[src/rtl/tsfu_pkg.sv]
package tsfu_pkg;

  localparam int unsigned MAX_TERMS_DEF = 1000;

  localparam int QF   = 32;
  localparam int VW   = 40;
  localparam int MW   = 39;
  localparam int ACCW = 48;
  localparam int DIVW = 40;
  localparam int IN_TDW  = 40;
  localparam int OUT_TDW = 96;

  localparam logic [MW-1:0] TMAX  = '1;
  localparam logic [MW-1:0] ONE_Q = 39'h01_0000_0000;

  localparam logic [MW-1:0] EPS_RESET = 39'd4295;

  localparam logic [2:0] KIND_EXP  = 3'd0;
  localparam logic [2:0] KIND_SIN  = 3'd1;
  localparam logic [2:0] KIND_COS  = 3'd2;
  localparam logic [2:0] KIND_LN   = 3'd3;
  localparam logic [2:0] KIND_ATAN = 3'd4;

  localparam logic [1:0] ST_CONV  = 2'd0;
  localparam logic [1:0] ST_LIMIT = 2'd1;
  localparam logic [1:0] ST_BAD   = 2'd2;
  localparam logic [1:0] ST_SAT   = 2'd3;

  localparam logic CFG_EPSILON = 1'b0;
  localparam logic CFG_OFFSET  = 1'b1;

  typedef enum logic [3:0] {
    UOP_NONE,
    UOP_IDLE,
    UOP_INIT,
    UOP_FIRST,
    UOP_ACC,
    UOP_KSET,
    UOP_MUL0,
    UOP_MUL1,
    UOP_MUL2,
    UOP_MUL3,
    UOP_DIV_LOAD,
    UOP_DIV_STEP,
    UOP_QUOT,
    UOP_OUT,
    UOP_OUT_BAD
  } uop_t;

  typedef enum logic [2:0] {
    C_NEVER,
    C_ALWAYS,
    C_NO_IN,
    C_BAD_KIND,
    C_ONE_MUL,
    C_DONE,
    C_DIV_MORE,
    C_OUT_FREE
  } cond_t;

  typedef enum logic {
    MSRC_TERM,
    MSRC_PROD
  } msrc_t;

  localparam int SW = 5;
  typedef logic [SW-1:0] step_t;

  localparam step_t S_IDLE  = 5'd0;
  localparam step_t S_INIT  = 5'd1;
  localparam step_t S_FIRST = 5'd2;
  localparam step_t S_ACC   = 5'd3;
  localparam step_t S_CHECK = 5'd4;
  localparam step_t S_KSET  = 5'd5;
  localparam step_t S_MA0   = 5'd6;
  localparam step_t S_MA1   = 5'd7;
  localparam step_t S_MA2   = 5'd8;
  localparam step_t S_MA3   = 5'd9;
  localparam step_t S_MB0   = 5'd10;
  localparam step_t S_MB1   = 5'd11;
  localparam step_t S_MB2   = 5'd12;
  localparam step_t S_MB3   = 5'd13;
  localparam step_t S_DLOAD = 5'd14;
  localparam step_t S_DSTEP = 5'd15;
  localparam step_t S_QUOT  = 5'd16;
  localparam step_t S_OUT   = 5'd17;
  localparam step_t S_OUTW  = 5'd18;
  localparam step_t S_BAD   = 5'd19;
  localparam step_t S_BADW  = 5'd20;

  typedef struct packed {
    uop_t  op;
    msrc_t msrc;
    cond_t cond;
    step_t target;
  } ctrl_t;

  typedef struct packed {
    logic in_valid;
    logic bad_kind;
    logic one_mul;
    logic done;
    logic div_more;
    logic out_free;
  } flags_t;

  // microprogram: jump to target when cond holds, else fall through
  function automatic ctrl_t ucode(step_t a);
    ctrl_t w;
    case (a)
      S_IDLE:  w = '{UOP_IDLE,     MSRC_TERM, C_NO_IN,    S_IDLE};
      S_INIT:  w = '{UOP_INIT,     MSRC_TERM, C_BAD_KIND, S_BAD};
      S_FIRST: w = '{UOP_FIRST,    MSRC_TERM, C_NEVER,    S_IDLE};
      S_ACC:   w = '{UOP_ACC,      MSRC_TERM, C_NEVER,    S_IDLE};
      S_CHECK: w = '{UOP_NONE,     MSRC_TERM, C_DONE,     S_OUT};
      S_KSET:  w = '{UOP_KSET,     MSRC_TERM, C_NEVER,    S_IDLE};
      S_MA0:   w = '{UOP_MUL0,     MSRC_TERM, C_NEVER,    S_IDLE};
      S_MA1:   w = '{UOP_MUL1,     MSRC_TERM, C_NEVER,    S_IDLE};
      S_MA2:   w = '{UOP_MUL2,     MSRC_TERM, C_NEVER,    S_IDLE};
      S_MA3:   w = '{UOP_MUL3,     MSRC_TERM, C_ONE_MUL,  S_DLOAD};
      S_MB0:   w = '{UOP_MUL0,     MSRC_PROD, C_NEVER,    S_IDLE};
      S_MB1:   w = '{UOP_MUL1,     MSRC_PROD, C_NEVER,    S_IDLE};
      S_MB2:   w = '{UOP_MUL2,     MSRC_PROD, C_NEVER,    S_IDLE};
      S_MB3:   w = '{UOP_MUL3,     MSRC_PROD, C_NEVER,    S_IDLE};
      S_DLOAD: w = '{UOP_DIV_LOAD, MSRC_TERM, C_NEVER,    S_IDLE};
      S_DSTEP: w = '{UOP_DIV_STEP, MSRC_TERM, C_DIV_MORE, S_DSTEP};
      S_QUOT:  w = '{UOP_QUOT,     MSRC_TERM, C_ALWAYS,   S_ACC};
      S_OUT:   w = '{UOP_OUT,      MSRC_TERM, C_OUT_FREE, S_IDLE};
      S_OUTW:  w = '{UOP_NONE,     MSRC_TERM, C_ALWAYS,   S_OUT};
      S_BAD:   w = '{UOP_OUT_BAD,  MSRC_TERM, C_OUT_FREE, S_IDLE};
      S_BADW:  w = '{UOP_NONE,     MSRC_TERM, C_ALWAYS,   S_BAD};
      default: w = '{UOP_NONE,     MSRC_TERM, C_ALWAYS,   S_IDLE};
    endcase
    return w;
  endfunction

endpackage

[src/rtl/tsfu_seq.sv]
module tsfu_seq (
  input  logic             clk,
  input  logic             rst,
  input  tsfu_pkg::flags_t flags,
  output tsfu_pkg::ctrl_t  cw
);
  import tsfu_pkg::*;

  step_t step;
  step_t step_next;
  logic  jump;

  always_comb begin
    cw = ucode(step);
    case (cw.cond)
      C_NEVER:    jump = 1'b0;
      C_ALWAYS:   jump = 1'b1;
      C_NO_IN:    jump = !flags.in_valid;
      C_BAD_KIND: jump = flags.bad_kind;
      C_ONE_MUL:  jump = flags.one_mul;
      C_DONE:     jump = flags.done;
      C_DIV_MORE: jump = flags.div_more;
      C_OUT_FREE: jump = flags.out_free;
      default:    jump = 1'b0;
    endcase
    step_next = jump ? cw.target : step_t'(step + 1'b1);
  end

  always_ff @(posedge clk) begin
    if (rst) begin
      step <= S_IDLE;
    end else begin
      step <= step_next;
    end
  end

endmodule

[src/rtl/tsfu_div.sv]
module tsfu_div #(
  parameter int KW = 22
) (
  input  logic                      clk,
  input  logic                      rst,
  input  logic                      load,
  input  logic                      step,
  input  logic [tsfu_pkg::DIVW-1:0] dividend,
  input  logic [KW-1:0]             divisor,
  output logic [tsfu_pkg::DIVW-1:0] quot,
  output logic                      more
);
  import tsfu_pkg::*;

  localparam int CNTW = $clog2(DIVW + 1);

  logic [KW-1:0]   rem;
  logic [KW-1:0]   dvs;
  logic [DIVW-1:0] q;
  logic [CNTW-1:0] cnt;
  logic [KW:0]     rsh;
  logic [KW:0]     rdiff;
  logic            qbit;

  // restoring radix-2, one quotient bit a cycle while step is high; dividend shifts out as quotient shifts in
  always_comb begin
    rsh   = {rem, q[DIVW-1]};
    rdiff = rsh - {1'b0, dvs};
    qbit  = (rsh >= {1'b0, dvs});
  end

  always_ff @(posedge clk) begin
    if (load) begin
      rem <= '0;
      dvs <= divisor;
      q   <= dividend;
    end else if (step) begin
      rem <= qbit ? rdiff[KW-1:0] : rsh[KW-1:0];
      q   <= {q[DIVW-2:0], qbit};
    end
  end

  always_ff @(posedge clk) begin
    if (rst) begin
      cnt <= '0;
    end else if (load) begin
      cnt <= CNTW'(DIVW);
    end else if (step && cnt != '0) begin
      cnt <= cnt - 1'b1;
    end
  end

  assign quot = q;
  assign more = (cnt != CNTW'(1));

endmodule

[src/rtl/tsfu_dp.sv]
module tsfu_dp #(
  parameter int unsigned MAX_TERMS = tsfu_pkg::MAX_TERMS_DEF
) (
  input  logic                         clk,
  input  logic                         rst,
  input  tsfu_pkg::ctrl_t              cw,
  output tsfu_pkg::flags_t             flags,
  input  logic                         cfg_we,
  input  logic                         cfg_addr,
  input  logic [tsfu_pkg::VW-1:0]      cfg_data,
  input  logic                         s_tvalid,
  output logic                         s_tready,
  input  logic [2:0]                   s_tuser,
  input  logic [tsfu_pkg::IN_TDW-1:0]  s_tdata,
  output logic                         m_tvalid,
  input  logic                         m_tready,
  output logic [tsfu_pkg::OUT_TDW-1:0] m_tdata
);
  import tsfu_pkg::*;

  localparam int CW = $clog2(MAX_TERMS + 1);
  localparam int KW = 2 * CW + 2;
  localparam int TW = (CW > 10) ? CW : 10;

  localparam logic signed [41:0] SUM_HI = 42'sd549755813887;
  localparam logic signed [41:0] SUM_LO = -42'sd549755813888;
  localparam logic signed [40:0] D_HI   = 41'sd549755813887;
  localparam logic signed [40:0] D_LO   = -41'sd549755813887;

  logic [MW-1:0]   epsilon;
  logic [VW-1:0]   offset;
  logic [2:0]      kind;
  logic [VW-1:0]   arg;
  logic [MW-1:0]   ad;
  logic            dneg;
  logic [MW-1:0]   mag;
  logic [MW-1:0]   pw;
  logic [MW-1:0]   prod;
  logic            neg;
  logic [VW-1:0]   sum;
  logic [CW-1:0]   n;
  logic [CW-1:0]   count;
  logic            sat;
  logic [ACCW-1:0] acc;
  logic [KW-1:0]   k;

  logic              accept;
  logic              out_free;
  logic              pw_kind;
  logic              one_kind;
  logic signed [40:0] d41;
  logic [40:0]       dab;
  logic              d_over;
  logic [MW-1:0]     ad_i;
  logic signed [41:0] sum_w;
  logic [CW:0]       twon;
  logic [CW:0]       ka;
  logic [CW:0]       kb;
  logic [KW-1:0]     kprod;
  logic [KW-1:0]     k_i;
  logic [MW-1:0]     ma;
  logic [31:0]       mx;
  logic [31:0]       my;
  logic [63:0]       p;
  logic [ACCW-1:0]   p_hi;
  logic [ACCW-1:0]   r;
  logic [DIVW-1:0]   dividend;
  logic [DIVW-1:0]   quot;
  logic              div_more;
  logic [TW-1:0]     cnt_w;
  logic [9:0]        terms;
  logic [1:0]        status;

  assign s_tready = (cw.op == UOP_IDLE);
  assign accept   = s_tvalid && s_tready;
  assign out_free = !m_tvalid || m_tready;
  assign pw_kind  = (kind == KIND_LN) || (kind == KIND_ATAN);
  assign one_kind = (kind == KIND_EXP) || (kind == KIND_COS);

  assign flags.in_valid = s_tvalid;
  assign flags.bad_kind = (kind > KIND_ATAN);
  assign flags.one_mul  = (kind == KIND_EXP) || (kind == KIND_LN);
  assign flags.done     = (mag <= epsilon) || (count >= CW'(MAX_TERMS));
  assign flags.div_more = div_more;
  assign flags.out_free = out_free;

  // d = x - offset, clamped to the symmetric magnitude range
  always_comb begin
    d41    = $signed({arg[VW-1], arg}) - $signed({offset[VW-1], offset});
    dab    = d41[40] ? 41'(-d41) : 41'(d41);
    d_over = (d41 > D_HI) || (d41 < D_LO);
    ad_i   = d_over ? TMAX : dab[MW-1:0];
  end

  always_comb begin
    sum_w = $signed({{2{sum[VW-1]}}, sum}) +
            (neg ? -$signed({3'b000, mag}) : $signed({3'b000, mag}));
  end

  // series divisor for term n
  always_comb begin
    twon = {n, 1'b0};
    ka   = (kind == KIND_SIN) ? twon : (CW + 1)'(twon - 1'b1);
    kb   = (kind == KIND_SIN) ? (CW + 1)'(twon + 1'b1) : twon;
    case (kind)
      KIND_SIN, KIND_COS: k_i = kprod;
      KIND_ATAN:          k_i = KW'(twon + 1'b1);
      default:            k_i = KW'(n);
    endcase
  end

  assign kprod = KW'(ka) * KW'(kb);

  // Q7.32 product over four passes of one 32x32 multiplier
  always_comb begin
    ma = (cw.msrc == MSRC_PROD) ? prod : (pw_kind ? pw : mag);
    case (cw.op)
      UOP_MUL1: begin
        mx = 32'(ma[MW-1:QF]);
        my = ad[QF-1:0];
      end
      UOP_MUL2: begin
        mx = ma[QF-1:0];
        my = 32'(ad[MW-1:QF]);
      end
      UOP_MUL3: begin
        mx = 32'(ma[MW-1:QF]);
        my = 32'(ad[MW-1:QF]);
      end
      default: begin
        mx = ma[QF-1:0];
        my = ad[QF-1:0];
      end
    endcase
    p    = 64'(mx) * 64'(my);
    p_hi = {p[ACCW-QF-1:0], {QF{1'b0}}};
    r    = acc + p_hi;
  end

  assign dividend = DIVW'(prod) + DIVW'(k[KW-1:1]);

  tsfu_div #(
    .KW(KW)
  ) u_div (
    .clk      (clk),
    .rst      (rst),
    .load     (cw.op == UOP_DIV_LOAD),
    .step     (cw.op == UOP_DIV_STEP),
    .dividend (dividend),
    .divisor  (k),
    .quot     (quot),
    .more     (div_more)
  );

  always_comb begin
    cnt_w  = TW'(count);
    terms  = (cnt_w > TW'(1023)) ? 10'd1023 : cnt_w[9:0];
    status = sat ? ST_SAT : ((mag <= epsilon) ? ST_CONV : ST_LIMIT);
  end

  always_ff @(posedge clk) begin
    if (rst) begin
      epsilon <= EPS_RESET;
      offset  <= '0;
    end else if (cfg_we) begin
      case (cfg_addr)
        CFG_EPSILON: epsilon <= cfg_data[MW-1:0];
        CFG_OFFSET:  offset  <= cfg_data;
        default: ;
      endcase
    end
  end

  always_ff @(posedge clk) begin
    if (accept) begin
      kind <= s_tuser;
      arg  <= s_tdata;
    end
    case (cw.op)
      UOP_INIT: begin
        ad    <= ad_i;
        dneg  <= d41[40];
        sat   <= d_over;
        sum   <= '0;
        count <= '0;
        n     <= (kind == KIND_LN) ? CW'(1) : '0;
      end
      UOP_FIRST: begin
        mag <= one_kind ? ONE_Q : ad;
        pw  <= ad;
        neg <= one_kind ? 1'b0 : dneg;
      end
      UOP_ACC: begin
        if (sum_w > SUM_HI) begin
          sum <= {1'b0, TMAX};
          sat <= 1'b1;
        end else if (sum_w < SUM_LO) begin
          sum <= {1'b1, {MW{1'b0}}};
          sat <= 1'b1;
        end else begin
          sum <= sum_w[VW-1:0];
        end
        count <= count + 1'b1;
        n     <= n + 1'b1;
      end
      UOP_KSET: k <= k_i;
      UOP_MUL0: acc <= ACCW'((p + 64'h8000_0000) >> QF);
      UOP_MUL1, UOP_MUL2: acc <= acc + ACCW'(p);
      UOP_MUL3: begin
        if (r > ACCW'(TMAX)) begin
          prod <= TMAX;
          sat  <= 1'b1;
        end else begin
          prod <= r[MW-1:0];
        end
      end
      UOP_QUOT: begin
        mag <= quot[MW-1:0];
        if (pw_kind) begin
          pw <= prod;
        end
        case (kind)
          KIND_EXP:  neg <= neg ^ dneg;
          KIND_LN:   neg <= (dneg & n[0]) ^ !n[0];
          KIND_ATAN: neg <= dneg ^ n[0];
          default:   neg <= !neg;
        endcase
      end
      default: ;
    endcase
  end

  always_ff @(posedge clk) begin
    if (rst) begin
      m_tvalid <= 1'b0;
    end else if ((cw.op == UOP_OUT || cw.op == UOP_OUT_BAD) && out_free) begin
      m_tvalid <= 1'b1;
    end else if (m_tready) begin
      m_tvalid <= 1'b0;
    end
  end

  always_ff @(posedge clk) begin
    if (out_free) begin
      if (cw.op == UOP_OUT) begin
        m_tdata <= {5'b0, status, mag, terms, sum};
      end else if (cw.op == UOP_OUT_BAD) begin
        m_tdata <= {5'b0, ST_BAD, {(OUT_TDW - 7){1'b0}}};
      end
    end
  end

endmodule

[src/rtl/taylor_series_function_unit.sv]
// Maclaurin series unit for e^x, sin, cos, ln(1+x) and arctan in signed Q7.32, evaluated at
// x minus the offset register and stopped at the first term no larger than epsilon or at
// MAX_TERMS terms. One word is worked on at a time under a short microprogram. Set-up and
// the first term need no product; each further term takes one product for e^x and
// ln(1+x) and two for sin, cos and arctan, each product being four passes of one shared
// 32x32 multiplier, and then the radix-2 divider scales the term by its integer divisor.
// A new word is taken once the previous result is in the output register; an invalid kind
// skips the series and answers with only the bad status.
module taylor_series_function_unit #(
  parameter int unsigned MAX_TERMS = tsfu_pkg::MAX_TERMS_DEF
) (
  input  logic                         clk,
  input  logic                         rst,
  input  logic                         cfg_we,
  input  logic                         cfg_addr,
  input  logic [tsfu_pkg::VW-1:0]      cfg_data,
  input  logic                         s_tvalid,
  output logic                         s_tready,
  input  logic [2:0]                   s_tuser,  // kind
  input  logic [tsfu_pkg::IN_TDW-1:0]  s_tdata,  // argument
  output logic                         m_tvalid,
  input  logic                         m_tready,
  output logic [tsfu_pkg::OUT_TDW-1:0] m_tdata   // series_sum, terms_used, last_term_size, status
);
  import tsfu_pkg::*;

  ctrl_t  cw;
  flags_t flags;

  tsfu_seq u_seq (
    .clk   (clk),
    .rst   (rst),
    .flags (flags),
    .cw    (cw)
  );

  tsfu_dp #(
    .MAX_TERMS(MAX_TERMS)
  ) u_dp (
    .clk      (clk),
    .rst      (rst),
    .cw       (cw),
    .flags    (flags),
    .cfg_we   (cfg_we),
    .cfg_addr (cfg_addr),
    .cfg_data (cfg_data),
    .s_tvalid (s_tvalid),
    .s_tready (s_tready),
    .s_tuser  (s_tuser),
    .s_tdata  (s_tdata),
    .m_tvalid (m_tvalid),
    .m_tready (m_tready),
    .m_tdata  (m_tdata)
  );

endmodule

[config.mk]
export PLATFORM = sky130hd
export DESIGN_NAME = taylor_series_function_unit
export DESIGN_NICKNAME = d
export VERILOG_FILES = /design/src/rtl/tsfu_pkg.sv /design/src/rtl/tsfu_seq.sv /design/src/rtl/tsfu_div.sv /design/src/rtl/tsfu_dp.sv /design/src/rtl/taylor_series_function_unit.sv
export SDC_FILE = /design/constraint.sdc
export NUM_CORES = 2
export LEC_CHECK = 0
export ABC_AREA = 1
export ABC_CLOCK_PERIOD_IN_PS = 28000
export BUFFER_PORTS_ARGS = -buffer_cell sky130_fd_sc_hd__buf_2
export CAP_MARGIN = 20
export CORE_MARGIN = 5
export CORE_UTILIZATION = 30
export DETAILED_ROUTE_END_ITERATION = 8
export PLACE_DENSITY = 0.55
export SLEW_MARGIN = 20
export SYNTH_ARGS = -nofsm -noshare
export SYNTH_HDL_FRONTEND = slang
export SYNTH_SLANG_ARGS = --single-unit
[constraint.sdc]
create_clock -name clk -period 28 [get_ports clk]
set_clock_uncertainty 0.15 [all_clocks]
set_input_delay 1.4 -clock clk [delete_from_list [all_inputs] [get_ports clk]]
set_output_delay 1.4 -clock clk [all_outputs]
set_load 0.02 [all_outputs]
* After elaboration in Yosys (flattened, before gate mapping)
Memories as Yosys holds them, arrays and structs flattened. A register that Yosys moved wholly into a read port is not among the register bits.
Cells that the tools add are included.
** Operators by class
- Multipliers :: 2
- Eq/ne operators :: 29
- Multiplexer cells :: 42
- Bitwise gates (word level) :: 5
- Add/sub/neg operators :: 16
- $lt $le $gt $ge :: 10
- Reductions and logical operators :: 35
** Operators with widths (number)
- 39-bit 2-to-1 mux :: 5
- 91-bit 2-to-1 mux :: 2
- 40-bit 2-to-1 mux :: 4
- 39-bit case mux with 2 select lines :: 2
- 48-bit adder :: 2
- 48-bit case mux with 2 select lines :: 1
- 40-bit case mux with 2 select lines :: 1
- 64-bit by 32-bit adder with 64-bit output (second input constant) :: 1
- 32-bit by 32-bit multiplier with 64-bit output :: 1
- 32-bit 2-to-1 mux :: 2
- 48-bit by 39-bit > comparator with 1-bit output (second input constant) :: 1
- 22-bit case mux with 2 select lines :: 1
- 40-bit by 42-bit adder with 42-bit output :: 1
- 42-bit by 40-bit > comparator with 1-bit output (second input constant) :: 1
- 42-bit by 40-bit < comparator with 1-bit output (second input constant) :: 1
- 42-bit 2-to-1 mux :: 1
- 39-bit negation with 42-bit output :: 1
- 41-bit by 40-bit > comparator with 1-bit output (second input constant) :: 1
- 41-bit by 40-bit < comparator with 1-bit output (second input constant) :: 1
- 40-bit by 40-bit subtractor with 41-bit output :: 1
- 39-bit by 21-bit adder with 40-bit output :: 1
- 10-bit case mux with 2 select lines :: 2
- 39-bit less-or-equal comparator :: 1
- 39-bit negation :: 1
- 45 further kinds :: 103
** Word-level totals
- Memories :: 1
- Register bits :: 598
- Word-level logic and storage cells :: 164
- Output and inout bits :: 98
- Input bits :: 89
- ROM bits :: 416
** Memory list
- (name not given) :: words 32, bits a word 13, rd ports 1, clocked after memory_dff 1, write ports 0, RTL line tsfu_pkg.sv:110 : case (a)

* Depth between registers and ports, before layout
- Depth in word-level cells :: 10
- Gate-level depth with buffers :: 54
- Mapped depth without buffers :: 52

* Hierarchy
Synthesis repeated with hierarchy kept, for this count alone.
** Unflattened totals
- Cells, all modules :: 10425
- Area, all modules :: 80008.0 µm²
** Modules (own cells, without submodules)
- tsfu_dp :: cells an instance 9558, area an instance 73459.2 µm², seq. area each 14303.7 µm², times used 1
- tsfu_div :: cells an instance 737, area an instance 5491.5 µm², seq. area each 2422.3 µm², times used 1
- tsfu_seq :: cells an instance 130, area an instance 1057.3 µm², seq. area each 340.3 µm², times used 1

* Worst setup path after synthesis
OpenSTA, ideal clock, no wires.
- Path type :: register to register
- Start :: reg u_seq.cw[12] (netlist name)
- End :: reg u_dp.acc[42], data pin
- Required time :: 27.589 ns
- Buffers on the path :: 3
- Slack :: 16.881 ns
- Setup time :: 0.261 ns
- Stages on the path, launching flop included :: 47
- Period minus slack after synthesis :: 11.119 ns
- Arrival :: 10.708 ns
- Cell sequence :: dfxtp_1 inv_1 nor2_1 inv_1 nor2_1 nor2_1 inv_1 clkbuf_1 a21oi_1 nand2_1 buf_2 buf_2 nor2_1 fa_1 inv_1 fa_1 inv_1 fa_1 [11 not listed] nor2_1 inv_1 nor2_1 nand2_1 inv_1 nand2_1 nand2_1 xor2_1 inv_1 ha_1 nand2_1 inv_1 a21oi_1 o21ai_0 a221oi_1 nand3_1 o21ai_0 a21oi_1
** Between the ends
- Word-level cells in the longest chain between the ends :: 6
- Elaborated cells on any way between the ends :: 12
- Classes of those cells :: add/sub: 1; mul: 1; eq/ne: 4; mux: 3; reduce/logical: 3
** Ends and longest elaborated chain
- 4-bit by 3-bit == test with 1-bit output (tied with other cells) :: RTL line tsfu_dp.sv:117, tsfu_dp.sv:179
- 2-bit OR reduction (no source line)
- 32-bit 2-to-1 mux :: RTL line tsfu_dp.sv:117 : case (cw.op)
- 32-bit by 32-bit multiplier with 64-bit output :: RTL line tsfu_dp.sv:135 : p = 64'(mx) * 64'(my);
- 48-bit adder :: RTL line tsfu_dp.sv:208 : UOP_MUL1, UOP_MUL2: acc <= acc + ACCW'(p);
- 48-bit case mux with 2 select lines (*) :: RTL line tsfu_dp.sv:179 : case (cw.op)
- end signal, assigned :: RTL line tsfu_dp.sv:207 : UOP_MUL0: acc <= ACCW'((p + 64'h8000_0000) >> QF);
- end signal, assigned :: RTL line tsfu_dp.sv:208
- end, declared :: RTL line tsfu_dp.sv:44 : logic [ACCW-1:0] acc;
Every way passes the cells marked *; elsewhere a longest branch is shown, timed or not.
A chain may end at the register's enable or synchronous reset.

* Worst setup path after layout
- Start :: reg u_dp.kind[0]
- End :: reg u_dp.acc[40], data pin
** Between the ends
- Word-level cells in the longest chain between the ends :: 8
- Elaborated cells on any way between the ends :: 9
- Classes of those cells :: add/sub: 1; mul: 1; eq/ne: 2; mux: 4; reduce/logical: 1
** Ends and longest elaborated chain
- start, declared :: RTL line tsfu_dp.sv:32 : logic [2:0] kind;
- start signal, assigned :: RTL line tsfu_dp.sv:176 : kind <= s_tuser;
- 3-bit by 2-bit == test with 1-bit output or 3-bit == test (tied branches) :: RTL line tsfu_dp.sv:77 : assign pw_kind = (kind == KIND_LN) || (kind == KIND_ATAN);
- 1-bit logical OR (*) :: RTL line tsfu_dp.sv:77
- 39-bit 2-to-1 mux (*) (2 in series) :: RTL line tsfu_dp.sv:116 : ma = (cw.msrc == MSRC_PROD) ? prod : (pw_kind ? pw : mag);
- 32-bit 2-to-1 mux (*) :: RTL line tsfu_dp.sv:117
- 32-bit by 32-bit multiplier with 64-bit output (*) :: RTL line tsfu_dp.sv:135
- 48-bit adder (*) :: RTL line tsfu_dp.sv:208
- 48-bit case mux with 2 select lines (*) :: RTL line tsfu_dp.sv:179
Marked as above.

==> reports/qor.yml <==
numCtsBuffers: 70
post_cts_resize_count: 0
slowest_stage: "clkinv_1"
grt_pass1_vias: 66348
critPathCapture: "u_dp.acc[40]"
wl_met3_mm: 25.0
clk_pin_slew_ns: 0.06
path_max_fanout: 51
worstReg2RegStart: "u_dp.kind[0]"
max-cap-violations: 0
synth_compound_area_share_pct: 8.55
overflow: 0
r2r_end: "u_dp.acc[40]"
fmax_mhz: 78.0
cp-start-kind: "flop"
start_util_pct: 30.2
ant_nets: 0
dr_total_vias: 67472
finalCritPeriodShare_pct: 45.8
required_ns: 28.26
htreeDepth: 3
clk_latency_ns: 0.67
yosysWarningCount: 0
root_buffer: "clkbuf_16"
final.setup.tns_ns: 0
timing.final.ws_setup_ns: 15.17
wl_met1_mm: 128
crit_start: "u_dp.kind[0]"
cp.arrival_ns: 13.09
antenna_found_initial: 16
dp_worst_setup_slack_ns: 15.47
grt_usage_pct: 20.9
synth-adder-area-share_pct: 34.1
fp.dieH_um: 521
nets: 11847
rr_worst_depth: 43
clock_path_buffers: 3
wirelength_mm: 287
firstDrtPassIters: 6
muxShareOfSynthArea_pct: 0
num_rows: 187
n_fill_cell: 27826
critPathCaptureType: "flop"
status: "complete, no violations"
hold_viol_final: 0
drive_gt1_share_pct: 5.62
cts_hold_buf: 0
cts_tree: "done"
routedWlPerCell_um: 20.8
grt_first_pass_wirelength_mm: 433
setup_viol_count_final: 0
core_um2: 260000
fin_crit_ns: 12.83
synth_top_family_by_area: "adder cells"
first_iter_violations: 6203
syn_inst: 10132
postLayoutCoreUtil_pct: 33.0
highest_layer: "met5"
holdWs_ns: 0.276
route.met2.wl_mm: 125
netlist.top_cell.by_area: "fa_1"
path_common_cell: "inv_1"
syn_to_final_growth_pct: 9.34
rsz0062_at_grt: "no"
yosys-top-cells-area: "fa_1 25%, edfxtp_1 19%, nand2_1 11%, inv_1 9.6%, ha_1 9.1%"
r2r_slack_ns: 15.17
drc: 0
via_per_inst: 4.90
globalplace.congestion: 0.966
async_flop_share_pct: 0
hold_path_class: "flop to flop"
synth_top_cell_area_share_pct: 25.1
yosys.area_share.simple_pct: 21.6
synth_area_per_cell_um2: 7.74
top_level_ports: 187
crit_type: "flop to flop"
synthXorXnorAreaFrac_pct: 2.52
relSlewSlack_pct: 27.7
numClockSinks: 610
max_stage_delay_ns: 1.00
ys_types: 63
die_area_um2: 272000
portBuffers: 181
seq_area_frac_synth_pct: 21.8
grt_max_degree: 89
syn_area_um2: 78400
hpwl_mm: 236
fp.dieW_um: 521
synth-seq-cells: 610
synth_edf_count: 485
cts_setup_buffers: 0
worst_pin_slew_ns: 1.08
report.final.slew_viol_count: 0
synth-main-ff-cell: "edfxtp_1"
[layout make-up]
class | instances | area, um2 | share of cell area, %
antenna | 1 | 2.50 | 0.00292
clock buffer | 80 | 1800 | 2.10
clock inverter | 48 | 502 | 0.585
inverter | 2054 | 7710 | 8.99
multi-input combinational | 7182 | 52600 | 61.3
sequential | 610 | 17100 | 19.9
tap | 3496 | 4370 | 5.10
timing repair buffer | 289 | 1720 | 2.00
[how the worst min path moves through the flow]
stage,from,end,slack [ns],cells after the start
final,u_dp.k[0],u_dp.u_div.dvs[0],0.28,0
after global routing,u_dp.k[0],u_dp.u_div.dvs[0],0.28,0
after CTS,u_dp.k[0],u_dp.u_div.dvs[0],0.28,0
after detailed placement,u_dp.k[0],u_dp.u_div.dvs[0],0.26,0
after global placement,u_dp.k[0],u_dp.u_div.dvs[0],0.26,0
after floorplan,u_dp.k[0],u_dp.u_div.dvs[0],0.25,0
[critical path: cells and delay by family (launching register included)]
family,cells,cell delay (ns)
AO/OA/AOI/OAI,9,2.12
adder cells (fa/ha/maj),10,4.73
AND/OR/NAND/NOR,10,2.66
buffers and inverters,14,2.38
flip-flops,1,0.43
[cells by family (layout without fill, tap and decap cells)]
logic type / count (synthesis) / in the layout
AOI/OAI and AO/OA: 1239 / 1239
and+or+nand+nor: 4163 / 4163
other: 1 / 6
xor gates and xnor gates: 224 / 224
DFF: 610 / 610
adders and majority gates: 1551 / 1551
buffers and inverters: 2344 / 2471
[per-layer routing]
| metal | global-route usage (%) | vias up |
|---|---|---|
| li1 | - | 31544 |
| met1 | 29.7 | 32883 |
| met2 | 32.3 | 2667 |
| met3 | 4.14 | 374 |
| met4 | 6.00 | 4 |
| met5 | 0 | - |
[metrics by stage]
stage,instance area (um2),std cells
finish,85700,13760
global route,85700,13759
CTS,85700,13759
detailed placement,83400,13631
global placement,83400,13631
floorplan,78400,10136
[cell usage in the layout, fill, tap and decap left out, types with 47 or more instances in the layout]
cell type,count
a21oi_1,504
nand3_1,297
fa_1,982
buf_2,181
buf_4,108
xnor2_1,66
edfxtp_1,485
ha_1,569
nor2_1,1163
inv_1,2008
nor3_1,56
o21ai_0,488
nand2_1,2351
a31oi_1,51
dfxtp_1,124
or2_2,47
nand4_1,78
clkbuf_16,70
xor2_1,156
[sequential cells by signal (all words and copies together) (netlist names), 39 cells and up]
register / cells
u_dp.pw: 39
u_dp.sum: 40
u_dp.arg: 40
u_dp.offset: 40
u_dp.m_tdata: 91
u_dp.epsilon: 39
u_dp.ad: 39
u_dp.u_div.quot: 40
u_dp.prod: 39
u_dp.acc: 48
u_dp.mag: 39
[cells in the mapped netlist (all sizes together), types with 8 or more instances]
cell	instances
edfxtp	485
xnor2	66
a21oi	507
nand2	2397
a21o	17
buf	54
nor4	26
clkinv	32
o21ai	514
ha	569
o31ai	8
clkbuf	236
o21bai	24
nor2	1195
o211ai	45
nand3b	28
o21a	23
nor3	60
nand4	80
dfxtp	125
xor2	158
or2	56
fa	982
inv	2022
o22ai	13
a31oi	51
nand3	309
Power is left out: the tool's default activity adds up to more than one toggle a clock period on the data nets, which glitch-free logic cannot reach.
